File: src/hdl/rs15_10_erasure_error_decoder_top_assert.svh
// Assertion macros for the RS(15,10) decoder.
`ifndef RS15_10_ERASURE_ERROR_DECODER_TOP_ASSERT_SVH
`define RS15_10_ERASURE_ERROR_DECODER_TOP_ASSERT_SVH

// Check the consequent in the same cycle as the antecedent.
`define RS15_ASSERT_SAME(lbl, ante, cons, msg) \
  lbl: assert property (@(posedge clk) disable iff (rst) (ante) |-> (cons)) else $error(msg);

// Check the consequent in the cycle after the antecedent.
`define RS15_ASSERT_NEXT(lbl, ante, cons, msg) \
  lbl: assert property (@(posedge clk) disable iff (rst) (ante) |=> (cons)) else $error(msg);

`endif

File: src/hdl/rs15_pkg.sv
`default_nettype none

package rs15_pkg;

  typedef logic [3:0] gf_t;

  localparam logic [3:0] LAST_POS    = 4'd14;
  localparam logic [3:0] GF_ORDER    = 4'd15;
  localparam logic [3:0] MAX_FIX     = 4'd5;

  localparam logic [1:0] ST_OK    = 2'd0;
  localparam logic [1:0] ST_FIXED = 2'd1;
  localparam logic [1:0] ST_FAIL  = 2'd2;

  localparam gf_t EXP_TAB [16] = '{
    4'd1, 4'd2, 4'd4, 4'd8, 4'd3, 4'd6, 4'd12, 4'd11,
    4'd5, 4'd10, 4'd7, 4'd14, 4'd15, 4'd13, 4'd9, 4'd0
  };
  localparam gf_t LOG_TAB [16] = '{
    4'd15, 4'd0, 4'd1, 4'd4, 4'd2, 4'd8, 4'd5, 4'd10,
    4'd3, 4'd14, 4'd9, 4'd7, 4'd6, 4'd13, 4'd11, 4'd12
  };

  typedef enum logic [4:0] {
    S_LOAD,
    S_SYN,
    S_SYN_CHK,
    S_ERA_SCAN,
    S_ERA_UPD,
    S_ERA_DONE,
    S_BM_DISC,
    S_BM_DEC,
    S_BM_T,
    S_BM_C,
    S_BM_END,
    S_DEG,
    S_CHIEN,
    S_CHK,
    S_EVAL,
    S_FN_NUM,
    S_FN_DEN,
    S_FN_VAL,
    S_OUT
  } state_t;

  function automatic logic [3:0] add15(input logic [3:0] a, input logic [3:0] b);
    logic [4:0] s;
    s = {1'b0, a} + {1'b0, b};
    if (s >= {1'b0, GF_ORDER}) begin
      s = s - {1'b0, GF_ORDER};
    end
    return s[3:0];
  endfunction

  function automatic gf_t gf_mul(input gf_t a, input gf_t b);
    gf_t p;
    if (a == 4'd0 || b == 4'd0) begin
      p = 4'd0;
    end else begin
      p = EXP_TAB[add15(LOG_TAB[a], LOG_TAB[b])];
    end
    return p;
  endfunction

  function automatic gf_t gf_inv(input gf_t a);
    gf_t p;
    if (a == 4'd0) begin
      p = 4'd0;
    end else if (LOG_TAB[a] == 4'd0) begin
      p = 4'd1;
    end else begin
      p = EXP_TAB[GF_ORDER - LOG_TAB[a]];
    end
    return p;
  endfunction

endpackage

`default_nettype wire

File: src/hdl/rs15_10_erasure_error_decoder_top.sv
// Channel   Dir  tdata / tuser / tlast
// s_*       in   tdata[3:0] symbol; tuser erased
// m_*       out  tdata[3:0] symbol_res, [7:4] position, [9:8] status,
//                [12:10] fixed_count; tlast on position 14
// Fifteen input transactions load one codeword, at most one per cycle.
// Decoding then computes the syndromes and goes straight to output when they are zero or
// there are too many erasures, else it runs erasure seeding, Berlekamp-Massey, the Chien
// search and Forney on one shared GF(16) multiplier. Then fifteen output transactions,
// one per cycle while m_tready is high. s_tready is high only while loading; m_tvalid
// only while emitting; a stalled output holds the decoder. Reset clears the sequencer
// and the load counters.
`default_nettype none

`include "rs15_10_erasure_error_decoder_top_assert.svh"

module rs15_10_erasure_error_decoder_top
  import rs15_pkg::*;
(
  input  wire logic        clk,
  input  wire logic        rst,
  input  wire logic        s_tvalid,
  output logic             s_tready,
  input  wire logic [7:0]  s_tdata,   // [3:0] symbol, [7:4] zero
  input  wire logic        s_tuser,   // [0] erased
  output logic             m_tvalid,
  input  wire logic        m_tready,
  output logic [15:0]      m_tdata,   // [3:0] symbol_res, [7:4] position,
                                      // [9:8] status, [12:10] fixed_count
  output logic             m_tlast
);

  state_t state, state_next;

  gf_t  rw [15];
  logic em [15];
  gf_t  syn [5];
  gf_t  loc [6];
  gf_t  corr [6];
  gf_t  tp [6];
  gf_t  ev [5];
  gf_t  roots [5];
  gf_t  vals [5];

  logic [3:0] idx, outer, erasures, cnt, el, ex;
  logic [2:0] inner, r, deg;
  gf_t        acc, d, num;
  logic       nz, take;
  logic [1:0] status;

  gf_t        mul_a, mul_b, prod, sum, root_v, fix;
  logic [3:0] step, root_m;
  logic [2:0] top_eval, top_den, deg_calc;
  logic [4:0] lhs, rhs;
  logic       bm_take, in_acc, out_acc, chk_fail;

  assign in_acc  = s_tvalid && s_tready;
  assign out_acc = m_tvalid && m_tready;

  always_comb begin
    root_v = (state == S_FN_NUM || state == S_FN_DEN || state == S_FN_VAL) ?
             roots[outer[2:0]] : 4'd0;
    root_m = (root_v == GF_ORDER) ? 4'd0 : root_v;
  end

  always_comb begin
    case (state)
      S_SYN:    step = outer + 4'd1;
      S_CHIEN:  step = (outer == GF_ORDER) ? 4'd0 : outer;
      S_FN_NUM: step = root_m;
      S_FN_DEN: step = add15(root_m, root_m);
      default:  step = 4'd0;
    endcase
  end

  always_comb begin
    mul_a = 4'd0;
    mul_b = 4'd0;
    case (state)
      S_SYN: begin
        mul_a = rw[idx];
        mul_b = EXP_TAB[ex];
      end
      S_ERA_UPD: begin
        mul_a = EXP_TAB[idx];
        mul_b = loc[inner - 3'd1];
      end
      S_BM_DISC: begin
        mul_a = loc[inner];
        mul_b = syn[r - 3'd1 - inner];
      end
      S_BM_T: begin
        mul_a = d;
        mul_b = corr[inner];
      end
      S_BM_C: begin
        mul_a = loc[inner];
        mul_b = gf_inv(d);
      end
      S_CHIEN: begin
        mul_a = loc[inner];
        mul_b = EXP_TAB[ex];
      end
      S_EVAL: begin
        mul_a = syn[outer[2:0] - inner];
        mul_b = loc[inner];
      end
      S_FN_NUM: begin
        mul_a = ev[inner];
        mul_b = EXP_TAB[ex];
      end
      S_FN_DEN: begin
        mul_a = loc[inner + 3'd1];
        mul_b = EXP_TAB[ex];
      end
      S_FN_VAL: begin
        mul_a = num;
        mul_b = gf_inv(d);
      end
      default: begin
        mul_a = 4'd0;
        mul_b = 4'd0;
      end
    endcase
  end

  assign prod = gf_mul(mul_a, mul_b);
  assign sum  = acc ^ prod;

  always_comb begin
    top_eval = (deg < outer[2:0]) ? deg : outer[2:0];
    top_den  = ((deg < 3'd4) ? deg : 3'd4) & 3'b110;
    lhs      = {el, 1'b0};
    rhs      = {2'b00, r} + {1'b0, erasures} - 5'd1;
    bm_take  = (lhs <= rhs);
    chk_fail = (cnt != {1'b0, deg}) || (cnt > MAX_FIX);
  end

  always_comb begin
    deg_calc = 3'd0;
    for (int i = 1; i < 6; i++) begin
      if (loc[i] != 4'd0) begin
        deg_calc = 3'(i);
      end
    end
  end

  always_comb begin
    fix = 4'd0;
    for (int j = 0; j < 5; j++) begin
      if (4'(j) < cnt && (GF_ORDER - roots[j]) == idx) begin
        fix = fix ^ vals[j];
      end
    end
  end

  always_comb begin
    state_next = state;
    case (state)
      S_LOAD: begin
        if (in_acc && idx == LAST_POS) state_next = S_SYN;
      end
      S_SYN: begin
        if (idx == LAST_POS && outer == 4'd4) state_next = S_SYN_CHK;
      end
      S_SYN_CHK: begin
        if (!nz || erasures > MAX_FIX) state_next = S_OUT;
        else state_next = S_ERA_SCAN;
      end
      S_ERA_SCAN: begin
        if (em[idx] && deg < 3'd5) state_next = S_ERA_UPD;
        else if (idx == LAST_POS) state_next = S_ERA_DONE;
      end
      S_ERA_UPD: begin
        if (inner == 3'd1) state_next = (idx == LAST_POS) ? S_ERA_DONE : S_ERA_SCAN;
      end
      S_ERA_DONE: begin
        state_next = (erasures == MAX_FIX) ? S_DEG : S_BM_DISC;
      end
      S_BM_DISC: begin
        if (inner == r - 3'd1) state_next = S_BM_DEC;
      end
      S_BM_DEC: begin
        state_next = (d != 4'd0) ? S_BM_T : S_BM_END;
      end
      S_BM_T: begin
        if (inner == 3'd4) state_next = bm_take ? S_BM_C : S_BM_END;
      end
      S_BM_C: begin
        if (inner == 3'd5) state_next = S_BM_END;
      end
      S_BM_END: begin
        state_next = (r == 3'd5) ? S_DEG : S_BM_DISC;
      end
      S_DEG: begin
        state_next = S_CHIEN;
      end
      S_CHIEN: begin
        if (inner == deg && outer == GF_ORDER) state_next = S_CHK;
      end
      S_CHK: begin
        state_next = chk_fail ? S_OUT : S_EVAL;
      end
      S_EVAL: begin
        if (inner == top_eval && outer == 4'd4) begin
          state_next = (cnt == 4'd0) ? S_OUT : S_FN_NUM;
        end
      end
      S_FN_NUM: begin
        if (inner == 3'd4) state_next = S_FN_DEN;
      end
      S_FN_DEN: begin
        if (inner == top_den) state_next = (sum == 4'd0) ? S_OUT : S_FN_VAL;
      end
      S_FN_VAL: begin
        state_next = (outer + 4'd1 == cnt) ? S_OUT : S_FN_NUM;
      end
      S_OUT: begin
        if (out_acc && idx == LAST_POS) state_next = S_LOAD;
      end
      default: state_next = S_LOAD;
    endcase
  end

  always_comb begin
    s_tready = (state == S_LOAD);
    m_tvalid = (state == S_OUT);
    m_tlast  = (idx == LAST_POS);
    m_tdata  = {3'b000,
                (status == ST_FIXED) ? cnt[2:0] : 3'd0,
                status,
                idx,
                rw[idx] ^ ((status == ST_FIXED) ? fix : 4'd0)};
  end

  always_ff @(posedge clk) begin
    if (rst) begin
      state <= S_LOAD;
    end else begin
      state <= state_next;
    end
  end

  always_ff @(posedge clk) begin
    if (rst) begin
      idx      <= 4'd0;
      erasures <= 4'd0;
    end else begin
      case (state)
        S_LOAD: begin
          if (in_acc) begin
            rw[idx] <= s_tdata[3:0];
            em[idx] <= s_tuser;
            if (s_tuser) erasures <= erasures + 4'd1;
            if (idx == LAST_POS) begin
              idx   <= 4'd0;
              outer <= 4'd0;
              acc   <= 4'd0;
              ex    <= 4'd0;
              nz    <= 1'b0;
            end else begin
              idx <= idx + 4'd1;
            end
          end
        end
        S_SYN: begin
          if (idx == LAST_POS) begin
            syn[outer[2:0]] <= sum;
            nz    <= nz | (sum != 4'd0);
            acc   <= 4'd0;
            ex    <= 4'd0;
            idx   <= 4'd0;
            outer <= outer + 4'd1;
          end else begin
            acc <= sum;
            ex  <= add15(ex, step);
            idx <= idx + 4'd1;
          end
        end
        S_SYN_CHK: begin
          loc[0] <= 4'd1;
          for (int i = 1; i < 6; i++) loc[i] <= 4'd0;
          deg <= 3'd0;
          idx <= 4'd0;
          if (!nz) status <= ST_OK;
          else status <= ST_FAIL;
        end
        S_ERA_SCAN: begin
          if (em[idx] && deg < 3'd5) begin
            deg   <= deg + 3'd1;
            inner <= deg + 3'd1;
          end else if (idx != LAST_POS) begin
            idx <= idx + 4'd1;
          end
        end
        S_ERA_UPD: begin
          loc[inner] <= loc[inner] ^ prod;
          if (inner == 3'd1) begin
            if (idx != LAST_POS) idx <= idx + 4'd1;
          end else begin
            inner <= inner - 3'd1;
          end
        end
        S_ERA_DONE: begin
          for (int i = 0; i < 6; i++) corr[i] <= loc[i];
          r     <= erasures[2:0] + 3'd1;
          el    <= erasures;
          inner <= 3'd0;
          acc   <= 4'd0;
        end
        S_BM_DISC: begin
          if (inner == r - 3'd1) begin
            d   <= sum;
            acc <= 4'd0;
          end else begin
            acc   <= sum;
            inner <= inner + 3'd1;
          end
        end
        S_BM_DEC: begin
          inner <= 3'd0;
          take  <= 1'b0;
        end
        S_BM_T: begin
          tp[inner + 3'd1] <= loc[inner + 3'd1] ^ prod;
          if (inner == 3'd0) tp[0] <= loc[0];
          if (inner == 3'd4) begin
            inner <= 3'd0;
            if (bm_take) begin
              take <= 1'b1;
              el   <= {1'b0, r} + erasures - el;
            end
          end else begin
            inner <= inner + 3'd1;
          end
        end
        S_BM_C: begin
          corr[inner] <= prod;
          if (inner != 3'd5) inner <= inner + 3'd1;
        end
        S_BM_END: begin
          if (!take) begin
            corr[0] <= 4'd0;
            for (int i = 1; i < 6; i++) corr[i] <= corr[i - 1];
          end
          if (d != 4'd0) begin
            for (int i = 0; i < 6; i++) loc[i] <= tp[i];
          end
          r     <= r + 3'd1;
          inner <= 3'd0;
          acc   <= 4'd0;
        end
        S_DEG: begin
          deg   <= deg_calc;
          outer <= 4'd1;
          inner <= 3'd0;
          acc   <= 4'd0;
          ex    <= 4'd0;
          cnt   <= 4'd0;
        end
        S_CHIEN: begin
          if (inner == deg) begin
            if (sum == 4'd0) begin
              if (cnt < MAX_FIX) roots[cnt[2:0]] <= outer;
              cnt <= cnt + 4'd1;
            end
            acc   <= 4'd0;
            ex    <= 4'd0;
            inner <= 3'd0;
            outer <= outer + 4'd1;
          end else begin
            acc   <= sum;
            ex    <= add15(ex, step);
            inner <= inner + 3'd1;
          end
        end
        S_CHK: begin
          outer <= 4'd0;
          inner <= 3'd0;
          acc   <= 4'd0;
          idx   <= 4'd0;
          if (chk_fail) status <= ST_FAIL;
        end
        S_EVAL: begin
          if (inner == top_eval) begin
            ev[outer[2:0]] <= sum;
            acc   <= 4'd0;
            inner <= 3'd0;
            ex    <= 4'd0;
            if (outer == 4'd4) begin
              outer <= 4'd0;
              if (cnt == 4'd0) status <= ST_FIXED;
            end else begin
              outer <= outer + 4'd1;
            end
          end else begin
            acc   <= sum;
            inner <= inner + 3'd1;
          end
        end
        S_FN_NUM: begin
          if (inner == 3'd4) begin
            num   <= sum;
            acc   <= 4'd0;
            inner <= 3'd0;
            ex    <= 4'd0;
          end else begin
            acc   <= sum;
            ex    <= add15(ex, step);
            inner <= inner + 3'd1;
          end
        end
        S_FN_DEN: begin
          if (inner == top_den) begin
            d   <= sum;
            acc <= 4'd0;
            if (sum == 4'd0) status <= ST_FAIL;
          end else begin
            acc   <= sum;
            ex    <= add15(ex, step);
            inner <= inner + 3'd2;
          end
        end
        S_FN_VAL: begin
          vals[outer[2:0]] <= prod;
          outer <= outer + 4'd1;
          inner <= 3'd0;
          ex    <= 4'd0;
          if (outer + 4'd1 == cnt) status <= ST_FIXED;
        end
        S_OUT: begin
          if (out_acc) begin
            if (idx == LAST_POS) begin
              idx      <= 4'd0;
              erasures <= 4'd0;
            end else begin
              idx <= idx + 4'd1;
            end
          end
        end
        default: begin
          idx <= 4'd0;
        end
      endcase
    end
  end

  `RS15_ASSERT_SAME(a_sides_exclusive, s_tready, !m_tvalid, "load and emit overlap")
  `RS15_ASSERT_NEXT(a_back_to_load, out_acc && m_tlast, s_tready, "no reload after word")
  `RS15_ASSERT_SAME(a_fail_no_count, m_tvalid && status == ST_FAIL, m_tdata[12:10] == 3'd0,
                    "count on failed word")

endmodule

`default_nettype wire
File: config.mk
export PLATFORM = sky130hd
export DESIGN_NAME = rs15_10_erasure_error_decoder_top
export DESIGN_NICKNAME = d
export VERILOG_FILES = /design/src/hdl/rs15_pkg.sv /design/src/hdl/rs15_10_erasure_error_decoder_top.sv
export VERILOG_INCLUDE_DIRS = /design/src /design/src/hdl
export SDC_FILE = /design/constraint.sdc
export NUM_CORES = 1
export LEC_CHECK = 0
export BUFFER_PORTS_ARGS = -buffer_cell sky130_fd_sc_hd__buf_2
export CELL_PAD_IN_SITES_DETAIL_PLACEMENT = 0
export CELL_PAD_IN_SITES_GLOBAL_PLACEMENT = 1
export CORE_UTILIZATION = 57
export CTS_CLUSTER_DIAMETER = 200
export DETAILED_ROUTE_END_ITERATION = 10
export GPL_TIMING_DRIVEN = 0
export PLACE_DENSITY_LB_ADDON = 0.1
export SYNTH_ARGS = -nofsm -noshare
export SYNTH_HDL_FRONTEND = slang
export SYNTH_SLANG_ARGS = --single-unit
export TNS_END_PERCENT = 10
File: constraint.sdc
create_clock -name clk -period 26 [get_ports clk]
set_clock_uncertainty 0.1 [all_clocks]
set_input_delay 2.6 -clock clk [delete_from_list [all_inputs] [get_ports clk]]
set_output_delay 2.6 -clock clk [all_outputs]
set_load 0.005 [all_outputs]
# Word-level counts from Yosys, hierarchy flattened
# Memories as Yosys holds them, arrays and structs flattened. A register that Yosys moved wholly into a read port is not among the register bits.
# Index checks and enable logic that the tools add are counted.
[totals]
reg_bits = 54
mem_bits_rw = 227
mem_bits_ro = 448
inputBits = 13
out_inout_bits = 19
word_cells = 466
mem_count = 16
[op_classes]
add_sub_neg = 29
order_cmp = 22
n_eq_ne = 74
mux = 206
n_bitwise = 30
n_reduce_logical = 73
[mem_list]
columns = ["name", "depth", "word_bits", "rd", "rd_clocked_by_memory_dff", "write_ports", "line", "source"]
rows = [
  ["(name not given)", 16, 4, 1, 0, 0, "rs15_pkg.sv:60", "p = EXP_TAB[add15(LOG_TAB[a], LOG_TAB[b])];"],
  ["(name not given)", 16, 4, 1, 0, 0, "rs15_pkg.sv:60", ""],
  ["(name not given)", 16, 4, 1, 0, 0, "rs15_pkg.sv:60", ""],
  ["(name not given)", 16, 4, 1, 0, 0, "rs15_pkg.sv:72", "p = EXP_TAB[GF_ORDER - LOG_TAB[a]];"],
  ["(name not given)", 16, 4, 1, 0, 0, "rs15_pkg.sv:72", ""],
  ["(name not given)", 16, 4, 1, 0, 0, "rs15_10_erasure_error_decoder_top.sv:113", "mul_b = EXP_TAB[ex];"],
  ["10 more memories", "-", "-", "-", "-", "-", "-", ""],
]
[op_table]
columns = ["cell", "n"]
rows = [
  ["$mux W4", 82],
  ["$pmux W5 S19", 1],
  ["$mux W5", 17],
  ["$mux W3", 22],
  ["$pmux W4 S8", 2],
  ["$mux W1", 56],
  ["$pmux W4 S7", 2],
  ["$pmux W4 S6", 2],
  ["$ne A2 B2 Y1 const B", 21],
  ["$eq A5 B4 Y1 const B", 8],
  ["$ge A5 B5 Y1 const B", 7],
  ["$not A4 Y5", 7],
  ["$pmux W4 S2", 4],
  ["$xor A4 B4 Y4", 8],
  ["$reduce_bool A4 Y1", 7],
  ["$pmux W3 S9", 1],
  ["$eq A4 B4 Y1", 6],
  ["$logic_not A4 Y1", 6],
  ["$sub A4 B4 Y4 const A", 6],
  ["$mux W2", 11],
  ["$ne A2 B1 Y1 const B", 11],
  ["$eq A5 B3 Y1 const B", 4],
  ["$reduce_and A4 Y1", 5],
  ["$add A4 B1 Y4 const B", 4],
  ["61 further kinds", 134],
]

# Logic depth before layout (Yosys ltp)
# Gate-level depths: netlist of the first run.
[depth]
depth_word = 32
ltp_mapped = 35
ltp_nobuf = 34

# Worst setup path after synthesis of the first run
# Ideal clock, no wire load.
[synth_timing]
path_type = "reg2reg"
from = "register inner[0]"
to = "memory roots[4][0] (netlist name), enable pin"
setup_time_ns = 0.361
t_arrival_ns = 8.420
required_ns = 25.539
slack_ns = 17.119
path_stages_with_launch = 33
path_buffers = 5
synth_period_minus_slack_ns = 8.881
cell_sequence = "edfxtp_1 buf_6 buf_2 inv_1 ha_1 clkbuf_1 clkbuf_1 mux4_2 mux2i_1 o22a_1 o21ai_0 nor4_1 ha_1 nand2_1 o21ai_0 mux2i_1 ha_1 fa_1 ha_1 clkbuf_1 or4_1 a32oi_1 inv_1 ha_1 nand2b_1 or4_4 and4_4 nor3_4 or2_1 or4b_4 a21oi_4 o221ai_4 nor3_1"
[synth_via]
elab_chain_cells = 23
elab_cells_between_ends = 37
cone_classes = "add/sub (6); order compare (1); eq/ne (1); mux (16); bitwise (4); reduce/logical (4); memory (5)"
[synth_lines]
columns = ["item", "line", "source"]
rows = [
  ["start, declared", "rs15_10_erasure_error_decoder_top.sv:45", "logic [2:0] inner, r, deg;"],
  ["start signal, assigned", "rs15_10_erasure_error_decoder_top.sv:290", "inner <= deg + 3'd1;"],
  ["start signal, assigned", "rs15_10_erasure_error_decoder_top.sv:300", "inner <= inner - 3'd1;"],
  ["start signal, assigned", "rs15_10_erasure_error_decoder_top.sv:316", "inner <= inner + 3'd1;"],
  ["$add A3 B1 Y3, or another cell as far along", "rs15_10_erasure_error_decoder_top.sv:112", "mul_a = loc[inner + 3'd1];"],
  ["$mem_v2 Z6 W4 or $mem_v2 Z5 W4 (tied branches)", "-", ""],
  ["$pmux W4 S8 or $pmux W4 S6 (tied branches)", "rs15_10_erasure_error_decoder_top.sv:78", "case (state)"],
  ["$not A4 Y5 (implied by the code)", "rs15_pkg.sv:60", ""],
  ["$mem_v2 Z16 W4", "-", ""],
  ["$mux W4 (implied by the code) (2 in a row)", "rs15_pkg.sv:60", ""],
  ["$add A4 B4 Y5", "rs15_pkg.sv:48", "s = {1'b0, a} + {1'b0, b};"],
  ["$sub A4 B4 Y4 or $ge A5 B4 Y1 (tied branches)", "rs15_pkg.sv:50, rs15_pkg.sv:49", ""],
  ["[6 not listed]", "-", ""],
  ["$mux W4", "rs15_pkg.sv:57", "if (a == 4'd0 || b == 4'd0) begin"],
  ["$xor A4 B4 Y4", "rs15_10_erasure_error_decoder_top.sv:127", "assign sum = acc ^ prod;"],
  ["$logic_not A4 Y1", "rs15_10_erasure_error_decoder_top.sv:362", "if (sum == 4'd0) begin"],
  ["$mux W1", "rs15_10_erasure_error_decoder_top.sv:362", ""],
  ["$mux W1 (*)", "rs15_10_erasure_error_decoder_top.sv:361", "if (inner == deg) begin"],
  ["$mux W1 (*)", "rs15_10_erasure_error_decoder_top.sv:248", "case (state)"],
  ["$mux W1 (*)", "rs15_10_erasure_error_decoder_top.sv:244", "if (rst) begin"],
  ["$mux W1 (implied by the code) (*)", "rs15_10_erasure_error_decoder_top.sv:363", "if (cnt < MAX_FIX) roots[cnt[2:0]] <= outer;"],
  ["end, declared", "rs15_10_erasure_error_decoder_top.sv:41", "gf_t roots [5];"],
]
# Mark *: on every way between the ends. The rest lies on a longest branch, timed or not. The select of a mux whose other input is x is not followed.

# Worst setup path in the final report of the first run
[layout_timing]
from = "register inner[0]"
to = "memory roots[6][2] (netlist name), enable pin"
# The elaborated chain is that of the path after synthesis.

==> impl_results.md, run 1 <==
- Max Freq: 0.0928 GHz
- Post-synth EDFFs: 296
- Biggest area consumer among synthesized cells: edfxtp_1
- CTS Buf Count: 36
- R2R setup slack: 15,220 ps
- Max incr delay on CP: 690 ps
- Slew margin rel.: 6.22%
- Slew Limit Fails: 0
- Starting Density: 57.7%
- H-tree Lvls: 2
- Clk slew on worst S/H paths: 70 ps
- Die height: 186 um
- Resized cells post-CTS: 0
- Die W: 186 um
- Crit path launch: inner[0]
- Row count: 67
- IO buf count: 24
- Crit Reg-Reg Startpoint: inner[0]
- Synth area leaders: edfxtp_1 (46%), mux4_2 (8.3%), ha_1 (5.7%), nand2_1 (3.7%), mux2i_1 (3.1%)
- Maxcap violations: 0
- RD Place Congestion: 1.01
- Unrepaired setup endpoints after global routing: no
- Fraction of registers with async set/reset: 0%
- ANT cells: 0
- Post-route ant nets: 0
- Worst skew pair latency: 550 ps
- Status: finished clean
- Netlist Area Pre-Place: 19,300 um2
- Hold violation total from the final report: 0
- Seq cells post-synth: 319
- Layout area overhead: 9.89%
- Worst-Margin Slew: 1390 ps
- Fraction of layout cells with a size suffix above 1: 14.4%
- Sequential area share after synthesis: 48.5%
- Vias per cell: 6.37
- Via Count: 13,900
- DRT Pass-1 Iters: 6
- R2R Path End: roots[6][2]
- CTS tree: done
- Final WL: 54.6 mm
- Final worst path period share: 41.5%
- IO Count: 32
- Metal-1 WL: 22.8 mm
- Core area: 33,400 um2
- # fillers: 2,640
- Cell mode on critical path: ha_1
- Initial DRC count: 1,650
- Initial antenna violation count: 1
- Metal3 WL: 4.52 mm
- DRC Markers: 0
- WP data arrival: 10,860 ps
- Startpoint Class: flip-flop
- Setup Viol. Count Final: 0
- FF-to-FF path depth: 32
- TritonCTS Sinks: 319
- Post-CTS Setup Repair Bufs: 0
- Sum Neg Setup Slack: 0 ps
- Drt wl/cell: 25.0 um
- Yosys Warn Count: 0
- Vias in the first global route: 13,500
- Largest net degree at the start of global routing: 18
- GRT overflow: 0
- Avg Cell Area, Syn: 11.7 um2
- Longest Clk Path Bufs: 3
- CP endpoint: roots[6][2]
- Worst setup EP type: flip-flop
- Final #Nets: 1,822
- Critical Path RT: 26,080 ps
- Post-layout min period: 10,780 ps
- Gr usage total: 32.4%
- DR top layer: met5
- Critical-path cell with the highest stage delay: nor3_1
- Worst min-delay path category: reg2reg
- Met2 WL: 25.1 mm
- DP HPWL: 41.2 mm
- Die Area: 34,600 um2
- Synth unique cells: 100
- Worst setup path class: reg2reg
- Hold buffers post-CTS: 0
- Root Driver: clkbuf_16
- Top_reg_cell synth: edfxtp_1
- Top cell type's share of synthesized area: 46.1%
- Maximum fanout along the worst path: 10
- First-pass GRT wire length: 82.0 mm
- Cells after Synth: 1,648
-- placed cells by master (no fill, tap or decap), types with 11 or more instances in the layout --
cell type,instances
nand3_1,31
a211oi_1,14
clkbuf_1,50
nand2_1,192
o211ai_1,11
dfxtp_1,23
mux4_2,71
nor2_1,114
mux2_2,31
inv_1,75
a21o_1,13
o21ai_0,77
buf_1,13
o21ai_1,24
buf_2,40
nand2b_1,20
a21oi_1,59
clkbuf_16,36
xnor2_1,60
ha_1,88
mux2i_1,60
nor3_1,46
o22ai_1,16
nor2b_1,18
xor2_1,28
buf_4,11
and2_1,12
edfxtp_1,296
-- flip-flops by register name (all words and copies together), names as in the netlist, 20 cells and up, named ones only --
signal	flops
rw	60
corr	32
loc	32
roots	32
tp	24
ev	20
syn	20
vals	20
-- Yosys cell counts (all sizes together), types with 9 or more instances --
cell and number:
a211oi 16, a21o 13, a21oi 62, a221oi 9, and2 12, buf 43, clkbuf 43, dfxtp 23
edfxtp 296, ha 88, inv 78, mux2 32, mux2i 61, mux4 72, nand2 192, nand2b 20
nand3 31, nor2 114, nor2b 18, nor3 48, nor4 10, o211ai 12, o21ai 101, o22ai 18
xnor2 64, xor2 32
-- area by class of cell --
| class | instances | area (um2) | area share [%] |
|---|---|---|---|
| Buffer | 86 | 413 | 1.95 |
| Clock buffer | 43 | 927 | 4.37 |
| Inverter | 78 | 293 | 1.38 |
| Sequential cell | 319 | 9350 | 44.1 |
| Multi-Input combinational cell | 1167 | 9240 | 43.6 |
| Tap cell | 448 | 561 | 2.64 |
| Clock inverter | 22 | 285 | 1.35 |
| Timing Repair Buffer | 25 | 125 | 0.590 |
-- critical path, delay by kind of cell (launching register included) --
kind,cells,cell delay (ps)
AO/OA/AOI/OAI,7,1670
adder cells (fa/ha/maj),6,2050
multiplexers,3,760
flip-flops,1,470
buffers and inverters,7,2000
AND/OR/NAND/NOR,9,3360
-- metal layers --
layer	up-vias	GRT usage [%]
li1	6308	-
met1	6836	45.1
met2	672	50.9
met3	120	5.28
met4	2	13.0
met5	-	0
-- worst min-delay path by stage --
stage                         from         to  slack (ps)  cells after the start
after floorplan           tp[0][1]  loc[0][1]         400                      2
after global routing      tp[5][3]  loc[5][3]         450                      2
after CTS                 tp[0][2]  loc[0][2]         430                      2
after detailed placement  tp[2][0]  loc[2][0]         410                      2
after global placement    tp[0][1]  loc[0][1]         410                      2
final                     tp[1][0]  loc[1][0]         430                      2
-- cells by family (layout without fill, tap and decap cells) --
kind of cell | after synthesis | in the layout | share of synthesized area [%]
xor gates and xnor gates | 96 | 96 | 4.67
adders and majority gates | 97 | 97 | 6.59
buffers and inverters | 164 | 254 | 3.66
and+or+nand+nor | 495 | 495 | 12.1
AOI/OAI and AO/OA | 311 | 311 | 11.0
DFF | 319 | 319 | 48.5
other | 1 | 3 | 0.0194
muxes | 165 | 165 | 13.5
-- through the flow --
| step | hold slack [ps] | std cells | cell area [um2] | setup slack (ps) | util (%) |
|---|---|---|---|---|---|
| floorplan | 403 | 1650 | 19300 | 17120 | - |
| global placement | 406 | 2122 | 20000 | 15320 | 59.7 |
| detailed placement | 413 | 2123 | 20000 | 15340 | 59.7 |
| CTS | 430 | 2188 | 21200 | 15310 | 63.4 |
| global route | 451 | 2188 | 21200 | 14470 | 63.4 |
| finish | 428 | 2188 | 21200 | 15220 | 63.4 |
Power of run 1 is left out: the tool's default activity adds up to more than one toggle a clock period on the data nets, which glitch-free logic cannot reach.
==> inputs of run 2 (changes only) <==
Settings changed: CORE_UTILIZATION 57 to 47.
Clock period 26 ns to 9.29 ns, I/O delays scaled along.
==> impl_results.md, run 2 (synthesized netlist as in run 1, its figures left out) <==
- Commonest non-fill, non-tap cells in the layout: edfxtp_1 (296), nand2_1 (192), nor2_1 (113)
- DRT Pass-1 Iters: 6 (unchanged)
- Worst Path Buf+Inv: 7 (unchanged)
- DRC Markers: 0 (unchanged)
- Post-layout min period: 8910 ps (-1870 ps)
- Slew margin rel.: 11.0% (+4.8 points)
- CTS Buf Count: 37 (+2.8%)
- Cell mode on critical path: ha_1
- H-tree Lvls: 2 (unchanged)
- Worst min-delay path category: reg2reg
- IO Count: 32 (unchanged)
- Startpoint Class: flip-flop
- Initial antenna violation count: 0 (-1)
- Worst setup path class: reg2reg
- Dpl cell area: 20,100 um2 (+0.48%)
- Worst setup EP type: flip-flop
- Die height: 205 um (+10%)
- Register name with the most flops: rw
- Setup Viol. Count Final: 0 (unchanged)
- Fraction of layout cells with a size suffix above 1: 17.5% (+3.1 points)
- Longest Clk Path Bufs: 3 (unchanged)
- Final #Nets: 1,843 (+1.2%)
- Unrepaired setup endpoints after global routing: no
- Slew Limit Fails: 0 (unchanged)
- Sum Neg Setup Slack: 0 ps (unchanged)
- Cell Count, Final, Fillers Out: 2,289 (+4.6%)
- Die Area: 41,900 um2 (+21%)
- Hold violation total from the final report: 0 (unchanged)
- Vias per cell: 6.09 (-4.4%)
- Max incr delay on CP: 610 ps (-80 ps)
- Crit path max-delay family: simple AND/OR/NAND/NOR gates
- Max FFs per register: 60 (unchanged)
- # fillers: 3,486 (+32%)
- Status: finished clean
- Drt wl/cell: 24.5 um (-1.8%)
- Via Count: 13,900 (-0.029%)
- Row count: 73 (+9.0%)
- CTS tree: done
- Largest net degree at the start of global routing: 20 (+2)
- Maximum fanout along the worst path: 9 (-1)
- WP data arrival: 9090 ps (-1770 ps)
- Starting Density: 48.1% (-9.6 points)
- Vias in the first global route: 13,600 (+0.75%)
- TritonCTS Sinks: 319 (unchanged)
- Worst-Margin Slew: 1330 ps (-62.1 ps)
- Die W: 205 um (+10%)
- Worst skew pair latency: 570 ps (+20 ps)
- Initial DRC count: 1,411 (-14%)
- IO buf count: 24 (unchanged)
- DP HPWL: 42.5 mm (+3.1%)
- Final WL: 56.1 mm (+2.7%)
- Root Driver: clkbuf_16
- Critical Path RT: 9470 ps (-16,610 ps)
- Gr usage total: 27.4% (-5.1 points)
- Clk slew on worst S/H paths: 60 ps (about the same)
- Placed Instances: 2,200 (+3.6%)
- Maxcap violations: 0 (unchanged)
- Max Freq: 0.112 GHz (+21%)
- Layout area overhead: 12.5%
- GRT overflow: 0 (unchanged)
- Finished Cell Area: 21,700 um2 (+2.4%)
- Core area: 40,100 um2 (+20%)
- Commonest non-fill, non-tap cell in the layout: edfxtp_1
- Final worst path period share: 95.9% (+54 points)
- First-pass GRT wire length: 84.5 mm (+3.0%)
- Post-route ant nets: 0 (unchanged)
- Critical-path cell with the highest stage delay: fa_1
- RD Place Congestion: 0.979 (-3.4%)
run 2: cell count changes in the layout (fill, tap and decap cells not counted), sizes merged:
cell / change
clkbuf: -2
clkinv: +4
diode: +1
buf: +20
clkinvlp: +3
bufinv: -3
clkdlybuf4s15: +1
run 2: per-stage QoR:
| stage | setup slack [ps] | utilization, % | hold slack (ps) |
|---|---|---|---|
| after floorplan | 409 | - | 403 |
| after global placement | -1520 | 50.1 | 412 |
| after detailed placement | -1530 | 50.1 | 416 |
| after CTS | 6.96 | 53.6 | 427 |
| after global routing | 14.0 | 54.1 | 450 |
| final | 380 | 54.1 | 425 |
run 2: tightest hold or removal path: stages (launching register included):
cell	delay [ps]
edfxtp_1	320
nand2_1	50
o21ai_1	60
run 2: final cells by class:
| class | count | area, um2 | area share [%] |
|---|---|---|---|
| Antenna cell | 1 | 2.50 | 0.0115 |
| Buffer | 82 | 418 | 1.93 |
| Clock buffer | 42 | 955 | 4.40 |
| Clock inverter | 26 | 248 | 1.14 |
| Inverter | 78 | 297 | 1.37 |
| Multi-Input combinational cell | 1167 | 9450 | 43.5 |
| Sequential cell | 319 | 9350 | 43.1 |
| Tap cell | 525 | 657 | 3.03 |
| Timing Repair Buffer | 49 | 330 | 1.52 |
run 2: worst paths after layout:
kind / from / endpoint / slack (ps) / depth (start not counted)
hold reg to reg: tp[1][2] / loc[1][2] / 430 / 2
setup reg to reg: outer[0] / roots[0][2] / 380 / 33
setup / recovery: outer[0] / roots[0][2] / 380 / 33
hold / removal: tp[1][2] / loc[1][2] / 430 / 2
run 2: timing repair:
action | CTS | global route
endpoints found under the setup margin | 137 | 71
pin swaps | 3 | 4
resized for setup | 32 | 20
buffers inserted | 4 | 20
hold buffers | 0 | 0
cloned | 0 | 0
run 2: layer usage:
metal | track usage (%) | vias up | part of all wire, %
met2 | 43.0 | 540 | 46
met5 | 0 | - | 0
met3 | 4.12 | 91 | 6.7
met1 | 38.2 | 6956 | 44
li1 | - | 6347 | -
met4 | 10.4 | 0 | 3.3
Power of run 2 is left out for the same reason.
